### src/sv/sadpc_pkg.sv
// Shared types, codes and constants for the streamed audio/data port controller.
package sadpc_pkg;

   typedef logic signed [15:0] sample_type;

   typedef enum logic [1:0] {
      OP_READ   = 2'd0,
      OP_WRITE  = 2'd1,
      OP_TICK   = 2'd2,
      OP_REPORT = 2'd3
   } op_type;

   // register window indexes
   localparam logic [2:0] REG_STATUS   = 3'd0;
   localparam logic [2:0] REG_DATA     = 3'd1;
   localparam logic [2:0] REG_SEEK0    = 3'd0;
   localparam logic [2:0] REG_SEEK1    = 3'd1;
   localparam logic [2:0] REG_SEEK2    = 3'd2;
   localparam logic [2:0] REG_SEEK3    = 3'd3;
   localparam logic [2:0] REG_TRACK_LO = 3'd4;
   localparam logic [2:0] REG_TRACK_HI = 3'd5;
   localparam logic [2:0] REG_VOLUME   = 3'd6;
   localparam logic [2:0] REG_CONTROL  = 3'd7;

   localparam logic [2:0]  REVISION      = 3'd2;
   localparam logic [31:0] HDR_MAGIC     = 32'h4d53_5531;
   localparam logic [31:0] TRACK_START   = 32'd8;
   localparam logic [31:0] SAMPLE_BYTES  = 32'd4;
   localparam logic [15:0] NO_RESUME     = 16'hffff;
   localparam logic [7:0]  VOL_FULL      = 8'd255;

   // ID letters "S-MSU1" at window indexes 2..7
   function automatic logic [7:0] id_letter(input logic [2:0] idx);
      logic [7:0] ch;
      case (idx)
         3'd2:    ch = 8'h53;
         3'd3:    ch = 8'h2d;
         3'd4:    ch = 8'h4d;
         3'd5:    ch = 8'h53;
         3'd6:    ch = 8'h55;
         3'd7:    ch = 8'h31;
         default: ch = 8'h00;
      endcase
      return ch;
   endfunction

endpackage

### src/sv/streamed_audio_data_port_controller.sv
// Top level: register window, track/seek state and sample scaling of the media port.
//
//  channel | direction | handshake           | word
//  req_    | in        | req_valid/req_ready | bus read, bus write, sample tick, track report
//  rsp_    | out       | rsp_valid/rsp_ready | read data, offsets, strobes, scaled samples
//
// One word per cycle sustained while rsp_ready holds; each word passes the input register, then the result register.
// All state updates as a word moves from the input register into the result register.
// A stalled rsp_ holds the input register; req_ready stays high while it can still drain.
// Synchronous active-high reset clears the valid flags and block state; resume track resets to none.
module streamed_audio_data_port_controller (
   input  logic                  clock,
   input  logic                  reset,
   input  logic                  req_valid,
   output logic                  req_ready,
   input  logic [1:0]            req_op,
   input  logic [2:0]            req_addr,
   input  logic [7:0]            req_byte_in,
   input  logic                  req_data_ready,
   input  logic                  req_audio_present,
   input  logic                  req_audio_end,
   input  sadpc_pkg::sample_type req_raw_left,
   input  sadpc_pkg::sample_type req_raw_right,
   input  logic                  req_mute,
   input  logic [31:0]           req_file_size,
   input  logic [31:0]           req_magic_word,
   input  logic [31:0]           req_loop_word,
   output logic                  rsp_valid,
   input  logic                  rsp_ready,
   output logic [7:0]            rsp_read_data,
   output logic [31:0]           rsp_data_address,
   output logic                  rsp_data_seek,
   output logic                  rsp_data_advance,
   output logic                  rsp_open_track,
   output logic [15:0]           rsp_track_number,
   output logic                  rsp_audio_seek,
   output logic [31:0]           rsp_audio_address,
   output logic                  rsp_sample_valid,
   output sadpc_pkg::sample_type rsp_left_out,
   output sadpc_pkg::sample_type rsp_right_out
);

   // input register
   logic                  s1_valid_ff, s1_valid_in;
   sadpc_pkg::op_type     op_ff;
   logic [2:0]            addr_ff;
   logic [7:0]            byte_ff;
   logic                  dready_ff, apresent_ff, aend_ff, mute_ff;
   sadpc_pkg::sample_type raw_left_ff, raw_right_ff;
   logic [31:0]           fsize_ff, magic_ff, loopw_ff;

   // block state
   logic [31:0] seek_offset_ff, seek_offset_in;
   logic [31:0] read_offset_ff, read_offset_in;
   logic [31:0] play_offset_ff, play_offset_in;
   logic [31:0] loop_offset_ff, loop_offset_in;
   logic [31:0] resume_offset_ff, resume_offset_in;
   logic [15:0] track_ff, track_in;
   logic [15:0] resume_track_ff, resume_track_in;
   logic [7:0]  volume_ff, volume_in;
   logic        error_ff, error_in;
   logic        play_ff, play_in;
   logic        repeat_ff, repeat_in;

   // result register
   logic                  rsp_valid_ff, rsp_valid_in;
   logic [7:0]            rd_ff, rd_in;
   logic                  dseek_ff, dseek_in;
   logic                  dadv_ff, dadv_in;
   logic                  otrack_ff, otrack_in;
   logic                  aseek_ff, aseek_in;
   logic                  svalid_ff, svalid_in;
   sadpc_pkg::sample_type left_ff, left_in;
   sadpc_pkg::sample_type right_ff, right_in;

   logic                  req_fire, fire;
   sadpc_pkg::sample_type left_scaled, right_scaled;
   logic [31:0]           loop_calc;
   logic [15:0]           track_new_hi;

   assign fire      = s1_valid_ff && (!rsp_valid_ff || rsp_ready);
   assign req_ready = !s1_valid_ff || fire;
   assign req_fire  = req_valid && req_ready;

   always_comb begin
      if (req_fire) begin
         s1_valid_in = 1'b1;
      end else if (fire) begin
         s1_valid_in = 1'b0;
      end else begin
         s1_valid_in = s1_valid_ff;
      end
      if (fire) begin
         rsp_valid_in = 1'b1;
      end else if (rsp_ready) begin
         rsp_valid_in = 1'b0;
      end else begin
         rsp_valid_in = rsp_valid_ff;
      end
   end

   always_ff @(posedge clock) begin
      if (reset) begin
         s1_valid_ff  <= 1'b0;
         rsp_valid_ff <= 1'b0;
      end else begin
         s1_valid_ff  <= s1_valid_in;
         rsp_valid_ff <= rsp_valid_in;
      end
   end

   always_ff @(posedge clock) begin
      if (req_fire) begin
         op_ff        <= sadpc_pkg::op_type'(req_op);
         addr_ff      <= req_addr;
         byte_ff      <= req_byte_in;
         dready_ff    <= req_data_ready;
         apresent_ff  <= req_audio_present;
         aend_ff      <= req_audio_end;
         mute_ff      <= req_mute;
         raw_left_ff  <= req_raw_left;
         raw_right_ff <= req_raw_right;
         fsize_ff     <= req_file_size;
         magic_ff     <= req_magic_word;
         loopw_ff     <= req_loop_word;
      end
   end

   sadpc_scale u_scale_left (
      .raw    (raw_left_ff),
      .volume (volume_ff),
      .scaled (left_scaled)
   );

   sadpc_scale u_scale_right (
      .raw    (raw_right_ff),
      .volume (volume_ff),
      .scaled (right_scaled)
   );

   assign loop_calc    = sadpc_pkg::TRACK_START + (loopw_ff << 2);
   assign track_new_hi = {byte_ff, track_ff[7:0]};

   always_comb begin
      seek_offset_in   = seek_offset_ff;
      read_offset_in   = read_offset_ff;
      play_offset_in   = play_offset_ff;
      loop_offset_in   = loop_offset_ff;
      resume_offset_in = resume_offset_ff;
      track_in         = track_ff;
      resume_track_in  = resume_track_ff;
      volume_in        = volume_ff;
      error_in         = error_ff;
      play_in          = play_ff;
      repeat_in        = repeat_ff;
      rd_in            = 8'd0;
      dseek_in         = 1'b0;
      dadv_in          = 1'b0;
      otrack_in        = 1'b0;
      aseek_in         = 1'b0;
      svalid_in        = 1'b0;
      left_in          = '0;
      right_in         = '0;

      unique case (op_ff)
         sadpc_pkg::OP_READ: begin
            if (addr_ff == sadpc_pkg::REG_STATUS) begin
               rd_in = {2'b00, repeat_ff, play_ff, error_ff, sadpc_pkg::REVISION};
            end else if (addr_ff == sadpc_pkg::REG_DATA) begin
               if (dready_ff) begin
                  read_offset_in = read_offset_ff + 32'd1;
                  rd_in          = byte_ff;
                  dadv_in        = 1'b1;
               end
            end else begin
               rd_in = sadpc_pkg::id_letter(addr_ff);
            end
         end
         sadpc_pkg::OP_WRITE: begin
            unique case (addr_ff)
               sadpc_pkg::REG_SEEK0: seek_offset_in = {seek_offset_ff[31:8], byte_ff};
               sadpc_pkg::REG_SEEK1:
                  seek_offset_in = {seek_offset_ff[31:16], byte_ff, seek_offset_ff[7:0]};
               sadpc_pkg::REG_SEEK2:
                  seek_offset_in = {seek_offset_ff[31:24], byte_ff, seek_offset_ff[15:0]};
               sadpc_pkg::REG_SEEK3: begin
                  seek_offset_in = {byte_ff, seek_offset_ff[23:0]};
                  read_offset_in = {byte_ff, seek_offset_ff[23:0]};
                  dseek_in       = 1'b1;
               end
               sadpc_pkg::REG_TRACK_LO: track_in = {track_ff[15:8], byte_ff};
               sadpc_pkg::REG_TRACK_HI: begin
                  track_in  = track_new_hi;
                  play_in   = 1'b0;
                  repeat_in = 1'b0;
                  otrack_in = 1'b1;
                  if (track_new_hi == resume_track_ff) begin
                     play_offset_in   = resume_offset_ff;
                     resume_track_in  = sadpc_pkg::NO_RESUME;
                     resume_offset_in = 32'd0;
                  end else begin
                     play_offset_in = sadpc_pkg::TRACK_START;
                  end
               end
               sadpc_pkg::REG_VOLUME: volume_in = byte_ff;
               sadpc_pkg::REG_CONTROL: begin
                  // ignored while the last report flagged an error
                  if (!error_ff) begin
                     play_in   = byte_ff[0];
                     repeat_in = byte_ff[1];
                     if (!byte_ff[0] && byte_ff[2]) begin
                        resume_track_in  = track_ff;
                        resume_offset_in = play_offset_ff;
                     end
                  end
               end
               default: ;
            endcase
         end
         sadpc_pkg::OP_TICK: begin
            svalid_in = 1'b1;
            if (play_ff) begin
               if (!apresent_ff) begin
                  play_in = 1'b0;
               end else if (aend_ff) begin
                  aseek_in = 1'b1;
                  if (!repeat_ff) begin
                     play_in        = 1'b0;
                     play_offset_in = sadpc_pkg::TRACK_START;
                  end else begin
                     play_offset_in = loop_offset_ff;
                  end
               end else begin
                  play_offset_in = play_offset_ff + sadpc_pkg::SAMPLE_BYTES;
                  if (!mute_ff) begin
                     left_in  = left_scaled;
                     right_in = right_scaled;
                  end
               end
            end
         end
         sadpc_pkg::OP_REPORT: begin
            if (apresent_ff && (fsize_ff >= sadpc_pkg::TRACK_START)
                && (magic_ff == sadpc_pkg::HDR_MAGIC)) begin
               // loop point past the end of file falls back to the track start
               loop_offset_in = (loop_calc > fsize_ff) ? sadpc_pkg::TRACK_START : loop_calc;
               error_in       = 1'b0;
               aseek_in       = 1'b1;
            end else begin
               error_in = 1'b1;
            end
         end
         default: ;
      endcase
   end

   always_ff @(posedge clock) begin
      if (reset) begin
         seek_offset_ff   <= 32'd0;
         read_offset_ff   <= 32'd0;
         play_offset_ff   <= 32'd0;
         loop_offset_ff   <= 32'd0;
         resume_offset_ff <= 32'd0;
         track_ff         <= 16'd0;
         resume_track_ff  <= sadpc_pkg::NO_RESUME;
         volume_ff        <= 8'd0;
         error_ff         <= 1'b0;
         play_ff          <= 1'b0;
         repeat_ff        <= 1'b0;
      end else if (fire) begin
         seek_offset_ff   <= seek_offset_in;
         read_offset_ff   <= read_offset_in;
         play_offset_ff   <= play_offset_in;
         loop_offset_ff   <= loop_offset_in;
         resume_offset_ff <= resume_offset_in;
         track_ff         <= track_in;
         resume_track_ff  <= resume_track_in;
         volume_ff        <= volume_in;
         error_ff         <= error_in;
         play_ff          <= play_in;
         repeat_ff        <= repeat_in;
      end
   end

   always_ff @(posedge clock) begin
      if (fire) begin
         rd_ff     <= rd_in;
         dseek_ff  <= dseek_in;
         dadv_ff   <= dadv_in;
         otrack_ff <= otrack_in;
         aseek_ff  <= aseek_in;
         svalid_ff <= svalid_in;
         left_ff   <= left_in;
         right_ff  <= right_in;
      end
   end

   // offsets and track are read straight from state, which only moves with the result
   assign rsp_valid         = rsp_valid_ff;
   assign rsp_read_data     = rd_ff;
   assign rsp_data_address  = read_offset_ff;
   assign rsp_data_seek     = dseek_ff;
   assign rsp_data_advance  = dadv_ff;
   assign rsp_open_track    = otrack_ff;
   assign rsp_track_number  = track_ff;
   assign rsp_audio_seek    = aseek_ff;
   assign rsp_audio_address = play_offset_ff;
   assign rsp_sample_valid  = svalid_ff;
   assign rsp_left_out      = left_ff;
   assign rsp_right_out     = right_ff;

   a_tick_clean : assert property (@(posedge clock) disable iff (reset)
      rsp_valid_ff && svalid_ff |-> rd_ff == 8'd0 && !dseek_ff && !dadv_ff && !otrack_ff)
      else $error("tick word carries bus-side strobes");

   a_read_advance : assert property (@(posedge clock) disable iff (reset)
      fire && op_ff == sadpc_pkg::OP_READ && addr_ff == sadpc_pkg::REG_DATA && dready_ff
      |=> read_offset_ff == $past(read_offset_ff) + 32'd1)
      else $error("data read did not advance the read offset");

   a_idle_silent : assert property (@(posedge clock) disable iff (reset)
      fire && op_ff == sadpc_pkg::OP_TICK && !play_ff
      |=> left_ff == '0 && right_ff == '0 && play_offset_ff == $past(play_offset_ff))
      else $error("idle tick produced audio or moved the play offset");

   a_hold_stage : assert property (@(posedge clock) disable iff (reset)
      s1_valid_ff && !fire |=> s1_valid_ff)
      else $error("input register dropped a word under stall");

endmodule

### src/sv/sadpc_scale.sv
// Volume scaler: sample * volume / 255, truncated toward zero.
module sadpc_scale (
   input  sadpc_pkg::sample_type raw,
   input  logic [7:0]            volume,
   output sadpc_pkg::sample_type scaled
);

   logic        neg;
   logic [16:0] raw_ext;
   logic [16:0] mag;
   logic [24:0] prod;
   logic [24:0] prod_p1;
   logic [25:0] est_sum;
   logic [17:0] q_est;
   logic [26:0] q_times;
   logic signed [26:0] rem;
   logic [17:0] q;

   assign neg     = raw[15];
   assign raw_ext = {raw[15], raw};
   assign mag     = neg ? (17'd0 - raw_ext) : raw_ext;
   assign prod    = 25'(mag) * 25'(volume);

   // divide by 255 via x/256 * (1 + 1/256 + 1/65536), then one-step fixup
   assign prod_p1 = prod + 25'd1;
   assign est_sum = 26'(prod_p1) + 26'(prod_p1 >> 8) + 26'(prod_p1 >> 16);
   assign q_est   = est_sum[25:8];
   assign q_times = (27'(q_est) << 8) - 27'(q_est);
   assign rem     = $signed(27'(prod)) - $signed(q_times);

   always_comb begin
      if (rem < 0) begin
         q = q_est - 18'd1;
      end else if (rem >= $signed(27'(sadpc_pkg::VOL_FULL))) begin
         q = q_est + 18'd1;
      end else begin
         q = q_est;
      end
   end

   assign scaled = neg ? sadpc_pkg::sample_type'(16'd0 - q[15:0])
                       : sadpc_pkg::sample_type'(q[15:0]);

endmodule
### config.mk
export PLATFORM = sky130hd
export DESIGN_NAME = streamed_audio_data_port_controller
export DESIGN_NICKNAME = d
export VERILOG_FILES = /design/src/sv/sadpc_pkg.sv /design/src/sv/streamed_audio_data_port_controller.sv /design/src/sv/sadpc_scale.sv
export SDC_FILE = /design/constraint.sdc
export NUM_CORES = 2
export LEC_CHECK = 0
export ABC_CLOCK_PERIOD_IN_PS = 44100
export BUFFER_PORTS_ARGS = -buffer_cell sky130_fd_sc_hd__buf_2
export CORE_ASPECT_RATIO = 0.9
export CORE_MARGIN = 4
export CORE_UTILIZATION = 57
export CTS_BUF_LIST = sky130_fd_sc_hd__clkbuf_4
export CTS_CLUSTER_SIZE = 12
export DETAILED_ROUTE_END_ITERATION = 10
export HOLD_SLACK_MARGIN = 0.05
export PLACE_DENSITY = 0.76
export SYNTH_ARGS = -nofsm -noshare
export SYNTH_HDL_FRONTEND = slang
export SYNTH_HIERARCHICAL = 1
export SYNTH_SLANG_ARGS = --single-unit
export TNS_END_PERCENT = 1
### constraint.sdc
create_clock -name clock -period 44.1 [get_ports clock]
set_clock_uncertainty 0.2 [all_clocks]
set_input_delay 4.41 -clock clock [delete_from_list [all_inputs] [get_ports clock]]
set_output_delay 4.41 -clock clock [all_outputs]
set_load 0.03 [all_outputs]
; Yosys cells after proc, flatten, opt, wreduce, memory -nomap -nowiden
; Cells that the tools add are included.
[word_totals]
out_inout_bits = 127
mem_bits_rw = 0
mem_count = 0
wordCells = 192
latchBits = 0
input_bits = 149
rom_bits = 0
reg_bits = 385
[classes]
n_mul = 2
addsub = 21
reduce_logical = 34
mux = 58
bitwise = 10
magnitude_cmp = 6
div = 0
n_eq_ne = 24
shifts = 0
[op_table]
columns = op, count
row1 = two-way mux 32 bit, 14
row2 = case mux 32 bit (2 select lines), 3
row3 = two-way mux 16 bit, 9
row4 = case mux 24 bit (4 select lines), 1
row5 = case mux 16 bit (2 select lines), 2
row6 = ">= comparator 27 x 9 -> 1 bit, second input constant", 2
row7 = "less-than comparator 27 x 1 -> 1 bit, second input constant", 2
row8 = subtractor 26 x 18 -> 27 bit, 2
row9 = subtractor 26 x 27 -> 27 bit, 2
row10 = adder 25 x 17 -> 26 bit, 2
row11 = adder 26 x 9 -> 26 bit, 2
row12 = "adder 25 x 1 -> 25 bit, second input constant", 2
row13 = multiplier 17 x 8 -> 25 bit, 2
row14 = case mux 7 bit (5 select lines), 1
row15 = two-way mux 17 bit, 2
row16 = "subtractor 1 x 16 -> 17 bit, first input constant", 2
row17 = "adder 16 x 1 -> 16 bit, second input constant", 2
row18 = "adder 32 x 1 -> 32 bit, second input constant", 1
row19 = "adder 32 x 3 -> 32 bit, second input constant", 1
row20 = "adder 4 x 32 -> 32 bit, first input constant", 1
row21 = "== test 32 x 31 -> 1 bit, second input constant", 1
row22 = ">= comparator 32 x 4 -> 1 bit, second input constant", 1
row23 = greater-than comparator 32 bit, 1
row24 = "subtractor 1 x 16 -> 16 bit, first input constant", 2
row25 = other kinds (30), 95

; Logic depth before layout (Yosys ltp)
[logic_depth]
depth_word = 13
depth_mapped = 68
mapped_depth_nobuf = 64

; By module
; Netlist, hierarchy kept.
[by_module_without_submodules]
columns = module, n_inst, area_each_um2, seq_area_each_um2, cells_each
row1 = streamed_audio_data_port_controller, 1, 16942.5, 9549.2, 1631
row2 = sadpc_scale (u_scale_right), 1, 10037.1, 0.0, 1275
row3 = sadpc_scale (u_scale_left), 1, 9898.2, 0.0, 1269

; Worst setup path before layout
; OpenSTA, ideal clock, no wires.
[synth_timing]
path_type = register to register
startpoint = register raw_right_ff[6]
endpoint = register right_ff[11], in the netlist rsp_right_out[11] (data pin)
required_ns = 43.645
path_stages_with_launch = 61
arrival_ns = 14.335
setup_time_ns = 0.255
path_buffers = 2
period_less_slack_ns = 14.790
slack_ns = 29.310
cell_sequence = edfxtp_1 > or4_1 > or3_1 > or3_1 > o31ai_1 > xor2_1 > nor2b_1 > fa_1 > fa_1 > fa_1 > inv_1 > fa_1 > inv_1 > ha_1 > a211oi_1 > nand2_1 > a211oi_1 > o21ai_0 > [... 25 more ...] > ha_1 > clkbuf_1 > a211oi_1 > o21ai_0 > a221o_1 > a21oi_1 > and3_1 > o2111ai_1 > or4_1 > nor3_1 > a21oi_1 > xnor2_1 > nand3b_1 > or4_4 > or3b_1 > o21ai_1 > xnor2_1 > and2_1
[synth_via]
elab_chain_len = 13
elab_cells_between_ends = 16
classes_between = 9 x add/sub / 1 x mul / 2 x order compare / 4 x mux
[synth_lines]
columns = element, line
row1 = start: declaration, streamed_audio_data_port_controller.sv:49  ; sadpc_pkg::sample_type raw_left_ff, raw_right_ff;
row2 = start signal: assignment, streamed_audio_data_port_controller.sv:122  ; raw_right_ff <= req_raw_right;
row3 = subtractor 1 x 16 -> 17 bit, sadpc_scale.sv:21  ; assign mag = neg ? (17'd0 - raw_ext) : raw_ext;
row4 = two-way mux 17 bit (*), sadpc_scale.sv:21
row5 = multiplier 17 x 8 -> 25 bit (*), sadpc_scale.sv:22  ; assign prod = 25'(mag) * 25'(volume);
row6 = adder 25 x 1 -> 25 bit, sadpc_scale.sv:25  ; assign prod_p1 = prod + 25'd1;
row7 = adder 25 x 17 -> 26 bit, sadpc_scale.sv:26  ; assign est_sum = 26'(prod_p1) + 26'(prod_p1 >> 8) + 26'(prod_p1 >> 16);
row8 = adder 26 x 9 -> 26 bit, sadpc_scale.sv:26
row9 = subtractor 26 x 18 -> 27 bit, sadpc_scale.sv:28  ; assign q_times = (27'(q_est) << 8) - 27'(q_est);
row10 = subtractor 26 x 27 -> 27 bit, sadpc_scale.sv:29  ; assign rem = $signed(27'(prod)) - $signed(q_times);
row11 = >= comparator 27 x 9 -> 1 bit, sadpc_scale.sv:34  ; end else if (rem >= $signed(27'(sadpc_pkg::VOL_FULL))) begin
row12 = two-way mux 16 bit, sadpc_scale.sv:34
row13 = two-way mux 16 bit (*), sadpc_scale.sv:32  ; if (rem < 0) begin
row14 = subtractor 1 x 16 -> 16 bit, sadpc_scale.sv:41  ; assign scaled = neg ? sadpc_pkg::sample_type'(16'd0 - q[15:0])
row15 = two-way mux 16 bit (*), sadpc_scale.sv:41
row16 = net right_scaled[11], streamed_audio_data_port_controller.sv:77  ; sadpc_pkg::sample_type left_scaled, right_scaled;
row17 = end signal: assignment, streamed_audio_data_port_controller.sv:294  ; right_ff <= right_in;
row18 = end: declaration, streamed_audio_data_port_controller.sv:74  ; sadpc_pkg::sample_type right_ff, right_in;
; Mark *: on every way through the listed nets, which the timed path passes. The rest lies on a longest branch.
; A chain may end at the register's enable or synchronous reset.

; Final worst setup path
[layout_timing]
startpoint = register raw_right_ff[6]
endpoint = register right_ff[13], in the netlist rsp_right_out[13] (data pin)
; The elaborated chain is that of the path after synthesis.

==> flow_metrics.py <==
metrics = {
    "status": {
        "status": "completed",
    },
    "clocking": {
        "cts-root-buf": "clkbuf_4",
        "cts_tree": "built",
        "htreeDepth": 3,
        "clk_latency_ps": 870,
        "cts_resized": 0,
        "cts_hold_buf": 0,
        "clock_sinks": 383,
        "post_cts.repair.setup_buffers": 0,
        "clk_path_buf_depth": 3,
        "cts_made_buffers": 97,
        "clkTransAtPathRegs_ps": 80,
    },
    "placement": {
        "placed_area_mm2": 0.0389,
        "dp_hpwl_um": 77200,
        "portBuffers": 273,
        "gp_congestion": 0.970,
        "place_ws_ps": 27060,
    },
    "power_and_ir_drop": {
        "p_leak_nw": 17.4,
        "power.density_mw_per_mm2": 24.1,
        "totalPowerFinal_mw": 0.970,
        "ir_worst_vdd_uv": 31.1,
    },
    "die": {
        "fp.dieW_um": 276,
        "core_area_mm2": 0.0641,
        "fp-row-count": 88,
        "die_height_um": 249,
        "initial_core_util": 0.575,
        "pin_count": 276,
        "die_area_mm2": 0.0688,
    },
    "route": {
        "drtIter0Drc": 2802,
        "ant_nets": 0,
        "drc": 0,
        "wire_per_inst_um": 18.9,
        "vias": 32200,
        "viasPerCell": 6.00,
        "dr.pass1.iters": 8,
        "wirelength_um": 101000,
    },
    "yosys": {
        "ys_warn_count": 6,
        "postSynthAreaPerCell_um2": 8.83,
        "ys_seq_elements": 383,
        "synthSimpleGateAreaFrac": 0.207,
        "synth_xor_area_frac": 0.0628,
        "synth_top_family_by_area": "simple AND/OR/NAND/NOR gates",
        "synth.largest_area_cell": "edfxtp_1",
        "synth_async_sr_flop_share": 0,
        "ys_seq_area_frac": 0.259,
        "yosys.area.top_type_share": 0.153,
        "synth_compound_area_frac": 0.174,
        "synth_fa_ha_area_frac": 0.206,
        "synth_mux_area_frac": 0.0282,
        "yosys-top-cells-area": "edfxtp_1 (15%), fa_1 (11%), dfxtp_1 (11%)",
        "netlist_area_mm2": 0.0369,
        "synth_ff_type": "dfxtp_1",
        "synth_cells": 4175,
        "synth-edff-count": 188,
        "synth.distinct_cells": 135,
    },
    "final_layout": {
        "fillers": 5615,
        "drive_gt1_frac": 0.133,
        "multi_input_area_mm2": 0.0251,
        "regArea_mm2": 0.00955,
        "layout_common_cells": "inv_1 (414), nand2_1 (350), buf_2 (272), ha_1 (271), nor2_1 (232)",
        "final_area_mm2": 0.0403,
        "mostFrequentLayoutCell": "inv_1",
        "nets": 5052,
        "syn_to_final_growth_pct": 9.25,
    },
    "global_route": {
        "grt_max_degree": 96,
        "overflow": 0,
        "antenna_found_initial": 6,
        "first_global_vias": 31000,
        "grt_pass1_wl_um": 163000,
        "grt_use_total": 0.286,
    },
    "sta": {
        "clock.fmax_mhz": 57.5,
        "tightest_slew_ps": 1260,
        "period_needed_ps": 17390,
        "hold_viol": 0,
        "slew_headroom": 0.159,
        "final.setup.tns_ps": 0,
        "maxSlewViolCount": 0,
        "setup_viol": 0,
        "rsz0062_at_grt": "no",
        "period_share": 0.394,
        "setup_slack_ps": 26710,
    },
    "run": {
        "maxCapViolations": 0,
    },
    "setup_path": {
        "crit_type": "reg2reg",
        "worst_ep_arrival_time_ps": 17830,
        "worstPathMaxFanout": 12,
        "max_stage_delay_ps": 660,
        "crit_path_end_kind": "flop",
        "required_ps": 44540,
        "critPathSlowestCell": "or4_1",
        "worst_setup_path_start_kind": "flop",
    },
    "min_path": {
        "hold_class": "reg2reg",
    },
}
==> kinds of logic (layout without fill, tap and decap cells) <==
family	after synthesis	in the layout
AND/OR/NAND/NOR	1435	1435
buffers and inverters	596	914
AO/OA/AOI/OAI	912	912
adder cells (fa/ha/maj)	482	482
XOR/XNOR	260	260
multiplexers	103	103
other	4	21
flip-flops	383	383
==> critical path, delay by kind of cell (launching register included) <==
kind / cells / cell delay, ps
compound gates: 15 / 3450
xor+xnor: 6 / 2260
fa+ha+maj: 9 / 4140
buf+inv: 6 / 410
flops: 1 / 430
simple gates: 21 / 6240
==> layer usage <==
layer | routed length [µm] | global-route usage | up-vias
met5 | 0 | 0 | -
met4 | 3740 | 0.105 | 0
met3 | 7370 | 0.0536 | 190
met2 | 45400 | 0.445 | 1176
met1 | 44900 | 0.401 | 15500
li1 | - | - | 15300
==> cells in the mapped netlist (10+ instances only) <==
cell	number
xnor2_1	170
or4_1	12
a211oi_1	50
and4_1	30
o21bai_1	23
fa_1	210
nor2b_1	103
o21ai_0	164
nor4_1	37
o31ai_1	45
clkbuf_1	140
o41ai_1	22
o2111ai_1	10
mux2i_1	99
o21a_1	36
or3_1	30
buf_1	11
a2111oi_0	11
inv_2	10
nor2_1	234
a21o_1	57
nand2b_1	61
dfxtp_1	195
a31oi_1	26
nand3_1	164
ha_1	272
a31o_2	10
xor2_1	85
inv_1	415
o21ai_1	12
nor3_1	65
nand2_1	350
buf_2	12
edfxtp_1	188
a21oi_1	231
o211ai_1	22
and3_1	52
and2_1	156
a22oi_1	13
nand4_1	49
a221oi_1	16
==> state kept, by name, indices dropped and copies added, names as in the netlist, 16 cells and up <==
register           count
seek_offset_ff        24
rsp_right_out         16
loop_offset_ff        30
resume_track_ff       16
resume_offset_ff      32
rsp_data_address      32
loopw_ff              30
fsize_ff              32
magic_ff              32
raw_right_ff          16
rsp_left_out          16
raw_left_ff           16
rsp_track_number      16
rsp_audio_address     32
==> final timing paths <==
kind                        startpoint  slack [ps]  cells past startpoint                   end
setup / recovery       raw_right_ff[6]       26710                     57     rsp_right_out[13]
hold / removal    resume_offset_ff[23]         260                      2  resume_offset_ff[23]
setup reg to reg       raw_right_ff[6]       26710                     57     rsp_right_out[13]
hold reg to reg   resume_offset_ff[23]         260                      2  resume_offset_ff[23]
==> layout make-up <==
cell class                      instances  area share
Multi-Input combinational cell       3208       0.623
Sequential cell                       383       0.237
Tap cell                              855      0.0266
Antenna cell                            5    0.000311
Inverter                              426      0.0398
Timing Repair Buffer                  305      0.0399
Clock inverter                         30     0.00450
Clock buffer                          153      0.0285
==> through the flow <==
stage	hold slack (ps)	utilization	instances
after global routing	269	0.629	5363
final	261	0.629	5365
after floorplan	234	-	4187
after detailed placement	249	0.608	5177
after CTS	259	0.629	5360
after global placement	242	0.608	5177
==> power by group <==
group	leakage (nW)	switching, mW	internal (mW)
clock network	0.791	0.156	0.165
logic	13.2	0.161	0.0932
registers	3.39	0.00997	0.385
total	17.4	0.327	0.643
No activity file was read; power rests on OpenSTA's default activity.
